**config.mk**
```make
export PLATFORM = sky130hd
export DESIGN_NAME = hysteresis_relay_controller
export DESIGN_NICKNAME = d
export VERILOG_FILES = /design/src/rtl/hrc_pkg.sv /design/src/rtl/hysteresis_relay_controller.sv /design/src/rtl/hrc_front.sv /design/src/rtl/hrc_queue.sv /design/src/rtl/hrc_back.sv
export SDC_FILE = /design/constraint.sdc
export NUM_CORES = 2
export LEC_CHECK = 0
export BUFFER_PORTS_ARGS = -buffer_cell sky130_fd_sc_hd__buf_2
export CAP_MARGIN = 10
export CORE_MARGIN = 1.5
export CORE_UTILIZATION = 30
export DETAILED_ROUTE_END_ITERATION = 12
export HOLD_SLACK_MARGIN = 0.12
export PLACE_DENSITY_LB_ADDON = 0.3
export SLEW_MARGIN = 40
export SYNTH_ARGS = -nofsm -noshare
export SYNTH_HDL_FRONTEND = slang
export SYNTH_SLANG_ARGS = --single-unit
```
**constraint.sdc**
```tcl
create_clock -name clk -period 8.97 [get_ports clk]
set_input_delay 1.3455 -clock clk [delete_from_list [all_inputs] [get_ports clk]]
set_output_delay 1.3455 -clock clk [all_outputs]
set_load 0.02 [all_outputs]
```
**src/rtl/hrc_pkg.sv**
```systemverilog
// Shared constants, register codes and types of the hysteresis relay controller.
`default_nettype none

package hrc_pkg;

  localparam int SAMPLES_DEFAULT = 10;
  localparam int ADC_W           = 10;
  localparam int ADC_MAX         = (1 << ADC_W) - 1;
  localparam int CAL_W           = 24;
  localparam int BAND_W          = 23;
  localparam int DWELL_W         = 16;
  localparam int GAIN_W          = 16;
  localparam int TICK_W          = 17;
  localparam int CFG_IDX_W       = 4;
  localparam int CFG_DATA_W      = 24;
  localparam int QUEUE_DEPTH     = 4;
  localparam int CAL_MAX         = 8388607;
  localparam int CAL_MIN         = -8388608;

  localparam logic FUNC_SAMPLE = 1'b0;
  localparam logic FUNC_TICK   = 1'b1;

  typedef enum logic [CFG_IDX_W-1:0] {
    CFG_SETPOINT      = 4'd0,
    CFG_UPPER_BAND    = 4'd1,
    CFG_LOWER_BAND    = 4'd2,
    CFG_DIRECT_MODE   = 4'd3,
    CFG_MIN_DWELL     = 4'd4,
    CFG_GAIN          = 4'd5,
    CFG_OFFSET        = 4'd6,
    CFG_INITIAL_RELAY = 4'd7
  } cfg_idx_t;

  typedef struct packed {
    logic signed [CAL_W-1:0]  setpoint;
    logic        [BAND_W-1:0] upper_band;
    logic        [BAND_W-1:0] lower_band;
    logic                     direct_mode;
    logic        [DWELL_W-1:0] min_dwell;
    logic signed [GAIN_W-1:0] gain;
    logic signed [CAL_W-1:0]  offset;
    logic                     relay_load;
    logic                     relay_value;
  } cfg_t;

endpackage

`default_nettype wire

```
**src/rtl/hysteresis_relay_controller.sv**
```systemverilog
// Top level of the hysteresis relay controller: registers, front end, queue and back end.
//
// Usage:
//   Input channel (in_valid / in_stall): each transfer is either a converter sample
//   (in_func = 0, reading on in_adc_sample) or a one-millisecond tick (in_func = 1).
//   One item is taken per clock cycle; in_stall rises only when the four-entry work
//   queue is full, which happens only while the result side stalls.
//   Every SAMPLES_PER_DECISION samples form one decision; ticks and partial groups
//   give no result. The result (relay_on, switched, calibrated_value) shows on the
//   out_ channel once the sample that closes the group has passed through the queue,
//   the calibration stages and the hysteresis decision into the output register.
//   A stall on out_stall while a result is valid freezes the back-end pipeline; the
//   front keeps filling the queue until it is full, then stalls the input.
//   Configuration (cfg_valid / cfg_ready / cfg_index / cfg_data) is always ready and
//   takes effect on the next cycle; write it only while no result is pending.
//   Writing initial_relay loads the relay state at once.
//   Reset (rst_n low, synchronous) clears the sample group, the tick counter, the
//   queue and the pipeline, sets the relay off and loads register defaults.
`default_nettype none

module hysteresis_relay_controller #(
  parameter int SAMPLES_PER_DECISION = hrc_pkg::SAMPLES_DEFAULT
) (
  input  logic                              clk,
  input  logic                              rst_n,
  input  logic                              in_valid,
  output logic                              in_stall,
  input  logic                              in_func,
  input  logic [hrc_pkg::ADC_W-1:0]         in_adc_sample,
  output logic                              out_valid,
  input  logic                              out_stall,
  output logic                              out_relay_on,
  output logic                              out_switched,
  output logic signed [hrc_pkg::CAL_W-1:0]  out_calibrated_value,
  input  logic                              cfg_valid,
  output logic                              cfg_ready,
  input  logic [hrc_pkg::CFG_IDX_W-1:0]     cfg_index,
  input  logic [hrc_pkg::CFG_DATA_W-1:0]    cfg_data
);
  import hrc_pkg::*;

  localparam int SUM_W = $clog2(SAMPLES_PER_DECISION * ADC_MAX + 1);
  localparam int ENT_W = SUM_W + 1;

  // Configuration registers.
  logic signed [CAL_W-1:0]   setpoint_r;
  logic        [BAND_W-1:0]  upper_band_r;
  logic        [BAND_W-1:0]  lower_band_r;
  logic                      direct_mode_r;
  logic        [DWELL_W-1:0] min_dwell_r;
  logic signed [GAIN_W-1:0]  gain_r;
  logic signed [CAL_W-1:0]   offset_r;

  logic       cfg_wr;
  logic       relay_load;
  cfg_t       cfg;

  logic             push;
  logic [ENT_W-1:0] push_data;
  logic             pop;
  logic [ENT_W-1:0] queue_head;
  logic             queue_full;
  logic             queue_empty;

  assign cfg_ready  = 1'b1;
  assign cfg_wr     = cfg_valid && cfg_ready;
  assign relay_load = cfg_wr && (cfg_idx_t'(cfg_index) == CFG_INITIAL_RELAY);

  always_ff @(posedge clk) begin
    if (!rst_n) begin
      setpoint_r    <= '0;
      upper_band_r  <= '0;
      lower_band_r  <= '0;
      direct_mode_r <= 1'b1;
      min_dwell_r   <= '0;
      gain_r        <= GAIN_W'(256);
      offset_r      <= '0;
    end else if (cfg_wr) begin
      case (cfg_idx_t'(cfg_index))
        CFG_SETPOINT:    setpoint_r    <= cfg_data[CAL_W-1:0];
        CFG_UPPER_BAND:  upper_band_r  <= cfg_data[BAND_W-1:0];
        CFG_LOWER_BAND:  lower_band_r  <= cfg_data[BAND_W-1:0];
        CFG_DIRECT_MODE: direct_mode_r <= cfg_data[0];
        CFG_MIN_DWELL:   min_dwell_r   <= cfg_data[DWELL_W-1:0];
        CFG_GAIN:        gain_r        <= cfg_data[GAIN_W-1:0];
        CFG_OFFSET:      offset_r      <= cfg_data[CAL_W-1:0];
        // initial_relay goes straight to the relay state in the back end
        default: ;
      endcase
    end
  end

  always_comb begin
    cfg.setpoint    = setpoint_r;
    cfg.upper_band  = upper_band_r;
    cfg.lower_band  = lower_band_r;
    cfg.direct_mode = direct_mode_r;
    cfg.min_dwell   = min_dwell_r;
    cfg.gain        = gain_r;
    cfg.offset      = offset_r;
    cfg.relay_load  = relay_load;
    cfg.relay_value = cfg_data[0];
  end

  hrc_front #(
    .SAMPLES_PER_DECISION(SAMPLES_PER_DECISION)
  ) u_front (
    .clk          (clk),
    .rst_n        (rst_n),
    .in_valid     (in_valid),
    .in_stall     (in_stall),
    .in_func      (in_func),
    .in_adc_sample(in_adc_sample),
    .queue_full   (queue_full),
    .push         (push),
    .push_data    (push_data)
  );

  hrc_queue #(
    .W    (ENT_W),
    .DEPTH(QUEUE_DEPTH)
  ) u_queue (
    .clk  (clk),
    .rst_n(rst_n),
    .push (push),
    .wdata(push_data),
    .pop  (pop),
    .rdata(queue_head),
    .full (queue_full),
    .empty(queue_empty)
  );

  hrc_back #(
    .SAMPLES_PER_DECISION(SAMPLES_PER_DECISION)
  ) u_back (
    .clk                 (clk),
    .rst_n               (rst_n),
    .cfg                 (cfg),
    .entry               (queue_head),
    .queue_empty         (queue_empty),
    .pop                 (pop),
    .out_valid           (out_valid),
    .out_stall           (out_stall),
    .out_relay_on        (out_relay_on),
    .out_switched        (out_switched),
    .out_calibrated_value(out_calibrated_value)
  );

  // Reset empties the output register.
  a_reset_clears_out: assert property (@(posedge clk) !rst_n |=> !out_valid)
    else $error("result still valid after reset");

  // A tick transfer always lands in the queue; nothing can drain it in the same cycle.
  a_tick_queued: assert property (@(posedge clk) disable iff (!rst_n)
    (in_valid && !in_stall && (in_func == FUNC_TICK)) |=> !queue_empty)
    else $error("accepted tick missing from work queue");

endmodule

`default_nettype wire

```
**src/rtl/hrc_front.sv**
```systemverilog
// Front end: accepts samples and ticks, accumulates sample groups, pushes work entries.
`default_nettype none

module hrc_front #(
  parameter int SAMPLES_PER_DECISION = hrc_pkg::SAMPLES_DEFAULT
) (
  input  logic                       clk,
  input  logic                       rst_n,
  input  logic                       in_valid,
  output logic                       in_stall,
  input  logic                       in_func,
  input  logic [hrc_pkg::ADC_W-1:0]  in_adc_sample,
  input  logic                       queue_full,
  output logic                       push,
  output logic [$clog2(SAMPLES_PER_DECISION*hrc_pkg::ADC_MAX+1):0] push_data
);
  import hrc_pkg::*;

  localparam int N     = SAMPLES_PER_DECISION;
  localparam int SUM_W = $clog2(N * ADC_MAX + 1);
  localparam int CNT_W = (N > 1) ? $clog2(N) : 1;

  logic [CNT_W-1:0] cnt_r, cnt_nxt;
  logic [SUM_W-1:0] sum_r, sum_nxt;
  logic             take;
  logic             last;
  logic [SUM_W-1:0] sum_add;

  assign in_stall = queue_full;
  assign take     = in_valid && !queue_full;
  assign sum_add  = sum_r + SUM_W'(in_adc_sample);
  assign last     = (cnt_r == CNT_W'(N - 1));

  // A tick always goes back; a sample only when it closes a group.
  assign push      = take && ((in_func == FUNC_TICK) || last);
  assign push_data = {in_func == FUNC_TICK, sum_add};

  always_comb begin
    cnt_nxt = cnt_r;
    sum_nxt = sum_r;
    if (take && (in_func == FUNC_SAMPLE)) begin
      if (last) begin
        cnt_nxt = '0;
        sum_nxt = '0;
      end else begin
        cnt_nxt = cnt_r + CNT_W'(1);
        sum_nxt = sum_add;
      end
    end
  end

  always_ff @(posedge clk) begin
    if (!rst_n) begin
      cnt_r <= '0;
      sum_r <= '0;
    end else begin
      cnt_r <= cnt_nxt;
      sum_r <= sum_nxt;
    end
  end

endmodule

`default_nettype wire

```
**src/rtl/hrc_queue.sv**
```systemverilog
// Short first-in first-out queue between the front end and the back end.
`default_nettype none

module hrc_queue #(
  parameter int W     = 8,
  parameter int DEPTH = hrc_pkg::QUEUE_DEPTH
) (
  input  logic         clk,
  input  logic         rst_n,
  input  logic         push,
  input  logic [W-1:0] wdata,
  input  logic         pop,
  output logic [W-1:0] rdata,
  output logic         full,
  output logic         empty
);
  import hrc_pkg::*;

  localparam int AW = (DEPTH > 1) ? $clog2(DEPTH) : 1;
  localparam int CW = $clog2(DEPTH + 1);

  logic [W-1:0]  mem_r [DEPTH];
  logic [AW-1:0] wr_ptr_r, rd_ptr_r;
  logic [CW-1:0] count_r;
  logic          do_push, do_pop;

  assign full    = (count_r == CW'(DEPTH));
  assign empty   = (count_r == '0);
  assign do_push = push && !full;
  assign do_pop  = pop && !empty;
  assign rdata   = mem_r[rd_ptr_r];

  function automatic logic [AW-1:0] bump(input logic [AW-1:0] p);
    return (p == AW'(DEPTH - 1)) ? '0 : p + AW'(1);
  endfunction

  always_ff @(posedge clk) begin
    if (do_push) begin
      mem_r[wr_ptr_r] <= wdata;
    end
  end

  always_ff @(posedge clk) begin
    if (!rst_n) begin
      wr_ptr_r <= '0;
      rd_ptr_r <= '0;
      count_r  <= '0;
    end else begin
      if (do_push) wr_ptr_r <= bump(wr_ptr_r);
      if (do_pop)  rd_ptr_r <= bump(rd_ptr_r);
      if (do_push && !do_pop) begin
        count_r <= count_r + CW'(1);
      end else if (do_pop && !do_push) begin
        count_r <= count_r - CW'(1);
      end
    end
  end

endmodule

`default_nettype wire

```
**src/rtl/hrc_back.sv**
```systemverilog
// Back end: calibration pipeline, hysteresis decision, dwell counter and output register.
`default_nettype none

module hrc_back #(
  parameter int SAMPLES_PER_DECISION = hrc_pkg::SAMPLES_DEFAULT
) (
  input  logic                         clk,
  input  logic                         rst_n,
  input  hrc_pkg::cfg_t                cfg,
  input  logic [$clog2(SAMPLES_PER_DECISION*hrc_pkg::ADC_MAX+1):0] entry,
  input  logic                         queue_empty,
  output logic                         pop,
  output logic                         out_valid,
  input  logic                         out_stall,
  output logic                         out_relay_on,
  output logic                         out_switched,
  output logic signed [hrc_pkg::CAL_W-1:0] out_calibrated_value
);
  import hrc_pkg::*;

  localparam int N     = SAMPLES_PER_DECISION;
  localparam int SUM_W = $clog2(N * ADC_MAX + 1);
  localparam int PW    = GAIN_W + SUM_W + 1;
  localparam int MW    = PW;
  localparam int VW    = MW + 2;
  localparam int TW    = CAL_W + 1;
  localparam logic [64:0] RECIP_WIDE = (65'd1 << MW) / 65'(N);
  localparam logic [MW:0] RECIP = RECIP_WIDE[MW:0];
  localparam logic [MW-1:0] HALF = MW'(N / 2);
  localparam logic [MW-1:0] NV   = MW'(N);
  localparam logic signed [VW-1:0] SAT_HI = VW'(CAL_MAX);
  localparam logic signed [VW-1:0] SAT_LO = VW'(CAL_MIN);
  localparam logic [TICK_W-1:0] TICK_SAT = '1;

  logic adv;

  logic                    v1_r, v2_r, v3_r, v4_r, v5_r;
  logic                    t1_r, t2_r, t3_r, t4_r, t5_r;
  logic                    neg2_r, neg3_r, neg4_r;
  logic signed [PW-1:0]    p1_r;
  logic [MW-1:0]           m2_r, m3_r;
  logic [MW-1:0]           q3_r, q4_r;
  logic signed [CAL_W-1:0] cal5_r;

  logic                    out_valid_r;
  logic                    out_relay_r;
  logic                    out_switched_r;
  logic signed [CAL_W-1:0] out_cal_r;
  logic                    relay_r, relay_nxt;
  logic [TICK_W-1:0]       ticks_r, ticks_nxt;

  logic signed [PW-1:0]    prod1;
  logic [PW-1:0]           abs2;
  logic [2*MW:0]           prod3;
  logic [MW-1:0]           qn4, rem4, q4;
  logic signed [VW-1:0]    qs5, sum5, sat5;
  logic signed [TW-1:0]    lo_thr, hi_thr, cal_ext;
  logic                    may, at_low, at_high, sw;

  // The whole pipe moves as one; it freezes only while a result waits.
  assign adv = !out_valid_r || !out_stall;
  assign pop = adv && !queue_empty;

  assign prod1 = PW'(cfg.gain) * $signed({{(PW - SUM_W){1'b0}}, entry[SUM_W-1:0]});
  assign abs2  = p1_r[PW-1] ? PW'(-p1_r) : PW'(p1_r);
  assign prod3 = (2*MW+1)'(m2_r) * (2*MW+1)'(RECIP);

  // Reciprocal estimate is low by at most one; fix it with one compare.
  assign qn4  = q3_r * NV;
  assign rem4 = m3_r - qn4;
  assign q4   = (rem4 >= NV) ? q3_r + MW'(1) : q3_r;

  assign qs5  = neg4_r ? -$signed(VW'(q4_r)) : $signed(VW'(q4_r));
  assign sum5 = qs5 + VW'(cfg.offset);
  assign sat5 = (sum5 > SAT_HI) ? SAT_HI : ((sum5 < SAT_LO) ? SAT_LO : sum5);

  assign lo_thr  = TW'(cfg.setpoint) - $signed({2'b00, cfg.lower_band});
  assign hi_thr  = TW'(cfg.setpoint) + $signed({2'b00, cfg.upper_band});
  assign cal_ext = TW'(cal5_r);
  assign at_low  = (cal_ext <= lo_thr);
  assign at_high = (cal_ext >= hi_thr);
  assign may     = (ticks_r > TICK_W'(cfg.min_dwell));

  always_comb begin
    if (!relay_r) begin
      sw = may && (cfg.direct_mode ? at_low : at_high);
    end else begin
      sw = may && (cfg.direct_mode ? at_high : at_low);
    end
  end

  always_comb begin
    relay_nxt = relay_r;
    ticks_nxt = ticks_r;
    if (adv && v5_r) begin
      if (t5_r) begin
        if (ticks_r != TICK_SAT) ticks_nxt = ticks_r + TICK_W'(1);
      end else if (sw) begin
        relay_nxt = !relay_r;
        ticks_nxt = '0;
      end
    end
    if (cfg.relay_load) relay_nxt = cfg.relay_value;
  end

  always_ff @(posedge clk) begin
    if (!rst_n) begin
      v1_r        <= 1'b0;
      v2_r        <= 1'b0;
      v3_r        <= 1'b0;
      v4_r        <= 1'b0;
      v5_r        <= 1'b0;
      out_valid_r <= 1'b0;
      relay_r     <= 1'b0;
      ticks_r     <= '0;
    end else begin
      relay_r <= relay_nxt;
      ticks_r <= ticks_nxt;
      if (adv) begin
        v1_r        <= pop;
        v2_r        <= v1_r;
        v3_r        <= v2_r;
        v4_r        <= v3_r;
        v5_r        <= v4_r;
        out_valid_r <= v5_r && !t5_r;
      end
    end
  end

  always_ff @(posedge clk) begin
    if (adv) begin
      t1_r   <= entry[SUM_W];
      p1_r   <= prod1;
      t2_r   <= t1_r;
      neg2_r <= p1_r[PW-1];
      m2_r   <= MW'(abs2) + HALF;
      t3_r   <= t2_r;
      neg3_r <= neg2_r;
      m3_r   <= m2_r;
      q3_r   <= prod3[MW +: MW];
      t4_r   <= t3_r;
      neg4_r <= neg3_r;
      q4_r   <= q4;
      t5_r   <= t4_r;
      cal5_r <= sat5[CAL_W-1:0];
      if (v5_r && !t5_r) begin
        out_relay_r    <= sw ? !relay_r : relay_r;
        out_switched_r <= sw;
        out_cal_r      <= cal5_r;
      end
    end
  end

  assign out_valid            = out_valid_r;
  assign out_relay_on         = out_relay_r;
  assign out_switched         = out_switched_r;
  assign out_calibrated_value = out_cal_r;

endmodule

`default_nettype wire

```
# After elaboration in Yosys (flattened, before gate mapping)
# Memories as Yosys holds them, arrays and structs flattened. A register that Yosys moved wholly into a read port is not among the register bits.
# Cells that the tools add are included.
[totals]
mem_count = 1
output_inout_bits = 29
ram_bits = 60
in_bits = 44
wordCells = 140
reg_bits = 384
[classes]
n_lt_le_gt_ge = 6
n_addsub = 15
n_reduce_logical = 38
n_eq_ne = 14
n_bitwise = 1
multipliers = 3
muxes = 24
[memory_table]
columns = ["name", "depth", "width", "rd", "rd_ports_with_merged_regs", "write_ports", "line_no", "rtl"]
rows = [
  ["u_queue.mem_r", 4, 15, 1, 1, 1, "hrc_queue.sv:22", "logic [W-1:0] mem_r [DEPTH];"],
]
[ops]
columns = ["cell", "count"]
rows = [
  ["multiplier 31 x 26 -> 57 bit, second input constant", 1],
  ["two-way mux 17 bit", 3],
  ["adder 33 x 24 -> 33 bit", 1],
  ["greater-than comparator 33 x 24 -> 1 bit, second input constant", 1],
  ["less-than comparator 33 x 24 -> 1 bit, second input constant", 1],
  ["two-way mux 33 bit", 1],
  ["negator 29 -> 33 bit", 1],
  ["adder 31 x 3 -> 31 bit, second input constant", 1],
  [">= comparator 31 x 4 -> 1 bit, second input constant", 1],
  ["multiplier 16 x 15 -> 31 bit", 1],
  ["two-way mux 31 bit", 1],
  ["negator 31 bit", 1],
  ["subtractor 31 bit", 1],
  ["multiplier 28 x 3 -> 30 bit, second input constant", 1],
  ["adder 28 x 1 -> 29 bit, second input constant", 1],
  ["two-way mux 28 bit", 1],
  ["adder 24 x 24 -> 25 bit", 1],
  [">= comparator 24 x 25 -> 1 bit", 1],
  ["<= comparator 24 x 25 -> 1 bit", 1],
  ["subtractor 24 x 24 -> 25 bit", 1],
  ["two-way mux 24 bit", 1],
  ["AND reduction 2 bit", 9],
  ["adder 17 x 1 -> 17 bit, second input constant", 1],
  ["greater-than comparator 17 x 16 -> 1 bit", 1],
  ["26 further kinds", 67],
]

# Longest topological paths before layout
[depth]
depth_word = 9
depth_mapped = 28
mapped_depth_nobuf = 26

# Hierarchy
# Synthesis repeated with hierarchy kept, for this count alone.
[hier_totals]
hier_cells = 4775
area_unflattened_um2 = 47523.1
[by_module_without_submodules]
columns = ["mod", "cells_per_inst", "seq_area_each_um2", "area_each_um2", "n_inst"]
rows = [
  ["hrc_back", 4025, 6696.4, 38732.1, 1],
  ["hysteresis_relay_controller", 453, 2542.4, 4725.8, 1],
  ["hrc_queue", 129, 1981.9, 2665.1, 1],
  ["hrc_front", 168, 360.3, 1400.1, 1],
]

# Worst setup path before layout
# OpenSTA, ideal clock, no wires.
[synth_timing]
path_type = "in2reg"
start = "input out_stall"
end = "register u_back.ticks_r[10]"
path_stages = 11
required_time_ns = 8.838
path_buffers = 2
setup_time_ns = 0.132
arrival_time_ns = 8.105
slack_ns = 0.733
path_cell_list = "and2_1 -> clkbuf_1 -> inv_1 -> nand2_1 -> nor2_1 -> nand3_1 -> a21oi_1 -> nor2_1 -> clkbuf_1 -> o31ai_1 -> a21oi_1"
[synth_via]
elab_chain_cells = 4
[synth_rtl]
columns = ["element", "line_no", "rtl"]
rows = [
  ["from (decl)", "hysteresis_relay_controller.sv:31", "input logic out_stall,"],
  ["zero test 1 bit", "hrc_back.sv:61", "assign adv = !out_valid_r || !out_stall;"],
  ["logical OR 1 bit", "hrc_back.sv:61", ""],
  ["logical AND 1 bit", "hrc_back.sv:95", "if (adv && v5_r) begin"],
  ["AND reduction 3 bit (no source line)", "-", ""],
  ["to (signal assigned)", "hrc_back.sv:118", "ticks_r <= ticks_nxt;"],
  ["to (decl)", "hrc_back.sv:50", "logic [TICK_W-1:0] ticks_r, ticks_nxt;"],
]
# No other way between the ends.
# A chain may end at the register's enable or synchronous reset.

==> results.env <==
GLOBAL_ROUTING_USAGE_ON_MET1=0.203
NUMPORTBUFFERS=71
TIGHTESTPINTRANSITION_NS=0.880
FMAX_MHz=124
DIE_AREA_MM2=0.163
SYNTH_TOP_CELL_AREA_SHARE=0.210
CLKSLEWWORSTSETUPHOLDPATHS_NS=0.06
HOLDCRITPATHCLASS='register to register'
YS_SEQ_AREA_FRAC=0.240
FAMILY_WITH_THE_MOST_DELAY_ON_THE_WORST_PATH='adder cells'
DRCVIOLATIONCOUNT=0
SYNTH_TOP_FLOP_CELL='sky130_fd_sc_hd__edfxtp_1'
COMMONEST_CELLS_AFTER_ROUTING_FILL_AND_TAPS_ASIDE='872 x sky130_fd_sc_hd__inv_1, 582 x sky130_fd_sc_hd__ha_1, 541 x sky130_fd_sc_hd__nand2_1'
VIAS_PER_CELL=4.78
FINAL_REPORT_SETUP_VIOLATION_COUNT=0
YOSYSWARNINGS=0
TIMING_WORST_SETUP_PATH_TYPE='register to register'
TOP_USAGE_LAYER='met2'
FIRST_GLOBAL_VIAS=35512
TIMING.FINAL.MAX_SLEW_VIOLATIONS=0
CTS_MADE_BUFFERS=55
CRITICAL_PATH_LAUNCH_POINT_TYPE='register'
MOSTFREQUENTLAYOUTCELL='sky130_fd_sc_hd__inv_1'
TIMING.CRITICAL_PATH.DEPTH=24
CTS_BUFFER_DEPTH=3
RSZ0062_AT_GRT='false'
INITIALDRTVIOLATIONCOUNT=1956
VIA_COUNT=34740
PERIOD_MINUS_SLACK_NS=8.04
ANTENNA_CELLS=0
CRITICAL_PATH_REQUIRED_NS=9.35
DRTANTENNAVIOLNETS=0
TRITONCTS='yes'
TIMING.CRITICAL_PATH.TO='u_back.p1_r[29]'
PERIOD_SHARE=0.896
WORSTSETUPENDPOINTTYPE='register'
COUNT_OF_TRITONROUTE_ITERATIONS_IN_THE_FIRST_ROUTING_PASS=5
FP.DIEH_UM=404
CLOCK_SKEW_NS=0.0368
TIMING.REG2REG.WORST_PATH_DEPTH=24
SYNTH_LARGEST_AREA_CELL='sky130_fd_sc_hd__fa_1'
TRACK_USAGE=0.153
HOLD_BUFS_INSERTED_AFTER_CTS=0
GLOBALROUTEMET3UTIL=0.0176
TIMING.FINAL.HOLD_VIOLATIONS=0
POSTSYNTHCELLCOUNT=5054
SYN_AVG_CELL_AREA_UM2=9.56
POST_SYNTH_INSTANCE_AREA_MM2=0.0483
PORTS=73
TNS_NS=0
CRIT_SLOWEST_CELL='sky130_fd_sc_hd__mux4_2'
GRT_START_MAX_NET_PINS=117
FINISH.NET_COUNT=6198
MET2_USAGE=0.261
PLACE.DETAILED.HPWL_UM=102000
TIMING.MAX_SLEW.REL_SLACK=0.398
GLOBALROUTE.TOTALOVERFLOW=0
POST_DRT_WL_PER_CELL_UM=17.2
CAP_VIOL_MAX_COUNT=0
SYN-NUM-NETS=6187
PLACE.GP.CONGESTION=0.913
CLKSINKCOUNT=445
R2R_SLACK_NS=0.93
WORST-PATH-MAX-FANOUT=16
CTS_SETUP_BUFFERS=0
RELATIVE_AREA_CHANGE_FROM_SYNTHESIS_TO_FINAL_LAYOUT_PCT=9.69
POST_ROUTE_CELLS_DRIVE_ABOVE_1_SHARE=0.0501
NUMBER_OF_BUFFER_AND_INVERTER_STAGES_ON_THE_CRITICAL_PATH=6
ANTENNA_FOUND_INITIAL=4
CTS-ROOT-BUF='sky130_fd_sc_hd__clkbuf_16'
CTS-HTREE-LEVELS=2
SYNTH_ENABLE_FLOP_CELLS=267
SYNTH.AREA.TOP_CELLS='sky130_fd_sc_hd__fa_1 21%, sky130_fd_sc_hd__edfxtp_1 17%, sky130_fd_sc_hd__ha_1 15%'
POSTCTSRESIZEDCELLS=0
STATUS='finished, final reports clean'
START_UTIL=0.302
WIRELENGTH_UM=125000
ROWS=147
CORE_AREA_MM2=0.160
CLK-INSERTION-DELAY-LATE_NS=0.65
SLOWEST_DELAY_NS=0.76
REG2REG_TO='u_back.p1_r[29]'
SYNTH.FF_LATCH_COUNT=445
CHIPWIDTH_UM=404
FIRST_PASS_GRT_WIRE_LENGTH_UM=198000
FRACTION_OF_REGISTERS_WITH_ASYNC_SET_OR_RESET_AFTER_SYNTHESIS=0
YOSYS.CELL_TYPES.COUNT=99
ARRIVAL_TIME_REPORTED_FOR_THE_CRITICAL_PATH_ENDPOINT_NS=8.41
NFILLCELLS=16496
CRIT_PATH_CELL_TRACE='mux4_2 -> and2_1 -> fa_1 -> inv_1 -> fa_1 -> inv_1 -> fa_1 -> inv_1 -> fa_1 -> inv_1 -> fa_1 -> inv_1 -> fa_1 -> inv_1 -> ha_1 -> a21o_1 -> a21oi_1 -> o311a_1 -> o31ai_1 -> o41ai_1 -> o21ai_0 -> a41o_1 -> a21boi_0 -> xnor2_1'
routing by layer:
layer	share of wire	wire length (µm)	vias to the layer above
met1	0.45	56800	17112
met5	0.00022	27	-
met2	0.48	60000	583
met3	0.037	4610	162
met4	0.028	3520	4
li1	-	-	16879
cell families (layout without fill, tap and decap cells):
kind of cell / after synthesis / count (layout) / synth area share
multiplexers: 31 / 31 / 0.0103
other: 1 / 1 / 0.0000776
AO/OA/AOI/OAI: 884 / 884 / 0.123
adder cells (fa/ha/maj): 1089 / 1089 / 0.361
flip-flops: 445 / 445 / 0.240
XOR/XNOR: 305 / 305 / 0.0554
AND/OR/NAND/NOR: 1291 / 1291 / 0.131
buffers and inverters: 1008 / 1066 / 0.0788
synth_stat cells (13+ instances only):
cell                         n
sky130_fd_sc_hd__inv_1     873
sky130_fd_sc_hd__ha_1      582
sky130_fd_sc_hd__nand2_1   542
sky130_fd_sc_hd__fa_1      507
sky130_fd_sc_hd__edfxtp_1  267
sky130_fd_sc_hd__a21oi_1   196
sky130_fd_sc_hd__dfxtp_1   178
sky130_fd_sc_hd__xnor2_1   166
sky130_fd_sc_hd__o21ai_0   159
sky130_fd_sc_hd__and2_1    152
sky130_fd_sc_hd__nor2_1    152
sky130_fd_sc_hd__a21boi_0  142
sky130_fd_sc_hd__xor2_1    138
sky130_fd_sc_hd__clkbuf_1  119
sky130_fd_sc_hd__a21o_1    102
sky130_fd_sc_hd__nand3_1    79
sky130_fd_sc_hd__nor3_1     68
sky130_fd_sc_hd__nor2b_1    50
sky130_fd_sc_hd__nand2b_1   40
sky130_fd_sc_hd__o21a_1     34
sky130_fd_sc_hd__o31ai_1    34
sky130_fd_sc_hd__nand4_1    31
sky130_fd_sc_hd__and3_1     28
sky130_fd_sc_hd__nor4_1     26
sky130_fd_sc_hd__or3_1      26
sky130_fd_sc_hd__o21bai_1   22
sky130_fd_sc_hd__a211oi_1   19
sky130_fd_sc_hd__o211ai_1   18
sky130_fd_sc_hd__or2_2      18
sky130_fd_sc_hd__mux2i_1    15
sky130_fd_sc_hd__mux4_2     15
sky130_fd_sc_hd__a22oi_1    14
sky130_fd_sc_hd__nor3b_1    14
sky130_fd_sc_hd__a31oi_1    13
registers in the layout (all words and copies together) (netlist names), 2 cells and up, named ones only:
name                         count
gain_r                          16
lower_band_r                    23
min_dwell_r                     16
offset_r                        24
setpoint_r                      24
u_back.cal5_r                   24
u_back.m2_r                     31
u_back.m3_r                     30
u_back.out_calibrated_value     24
u_back.p1_r                     31
u_back.q3_r                     28
u_back.q4_r                     29
u_back.ticks_r                  17
u_front.cnt_r                    4
u_front.sum_r                   14
u_queue.count_r                  3
u_queue.mem_r                   60
u_queue.rd_ptr_r                 2
u_queue.wr_ptr_r                 2
upper_band_r                    23
metrics by stage:
stage / util / instance area, µm² / worst slack, ns / instances / hold WS, ns
final: 0.331 / 53000 / 0.933 / 7272 / 0.419
after floorplan: - / 48300 / 0.733 / 5054 / 0.400
after global routing: 0.331 / 53000 / 0.433 / 7272 / 0.430
after detailed placement: 0.319 / 51100 / 0.870 / 7168 / 0.407
after global placement: 0.318 / 51000 / 0.926 / 7164 / 0.405
after CTS: 0.331 / 53000 / 0.835 / 7272 / 0.416
worst reg2reg max path, delay by kind of cell (launching register included):
family	cells	cell delay, ns
muxes	1	0.76
and+or+nand+nor	1	0.25
buffers and inverters	6	0.31
DFF	1	0.69
adders and majority gates	7	3.46
AOI/OAI and AO/OA	8	2.17
xor gates and xnor gates	1	0.11
layout make-up:
class | instances | area (µm²) | share of cell area
inverter | 874 | 3290 | 0.0621
sequential | 445 | 11600 | 0.219
clock buffer | 66 | 1490 | 0.0281
tap | 2160 | 2700 | 0.0510
clock inverter | 38 | 449 | 0.00847
timing repair buffer | 88 | 517 | 0.00975
multi-input combinational | 3601 | 33000 | 0.622
worst min-delay path by stage:
stage | startpoint | endpoint | slack (ns) | depth (start not counted)
2_1_floorplan | u_back.neg2_r | u_back.neg3_r | 0.40 | 0
3_3_place_gp | u_back.t4_r | u_back.t5_r | 0.40 | 0
3_5_place_dp | u_back.t4_r | u_back.t5_r | 0.41 | 0
4_1_cts | u_back.neg3_r | u_back.neg4_r | 0.42 | 0
5_1_grt | u_back.t2_r | u_back.t3_r | 0.43 | 0
6_report | u_back.neg3_r | u_back.neg4_r | 0.42 | 0
Power is left out: the tool's default activity adds up to more than one toggle a clock period on the data nets, which glitch-free logic cannot reach.
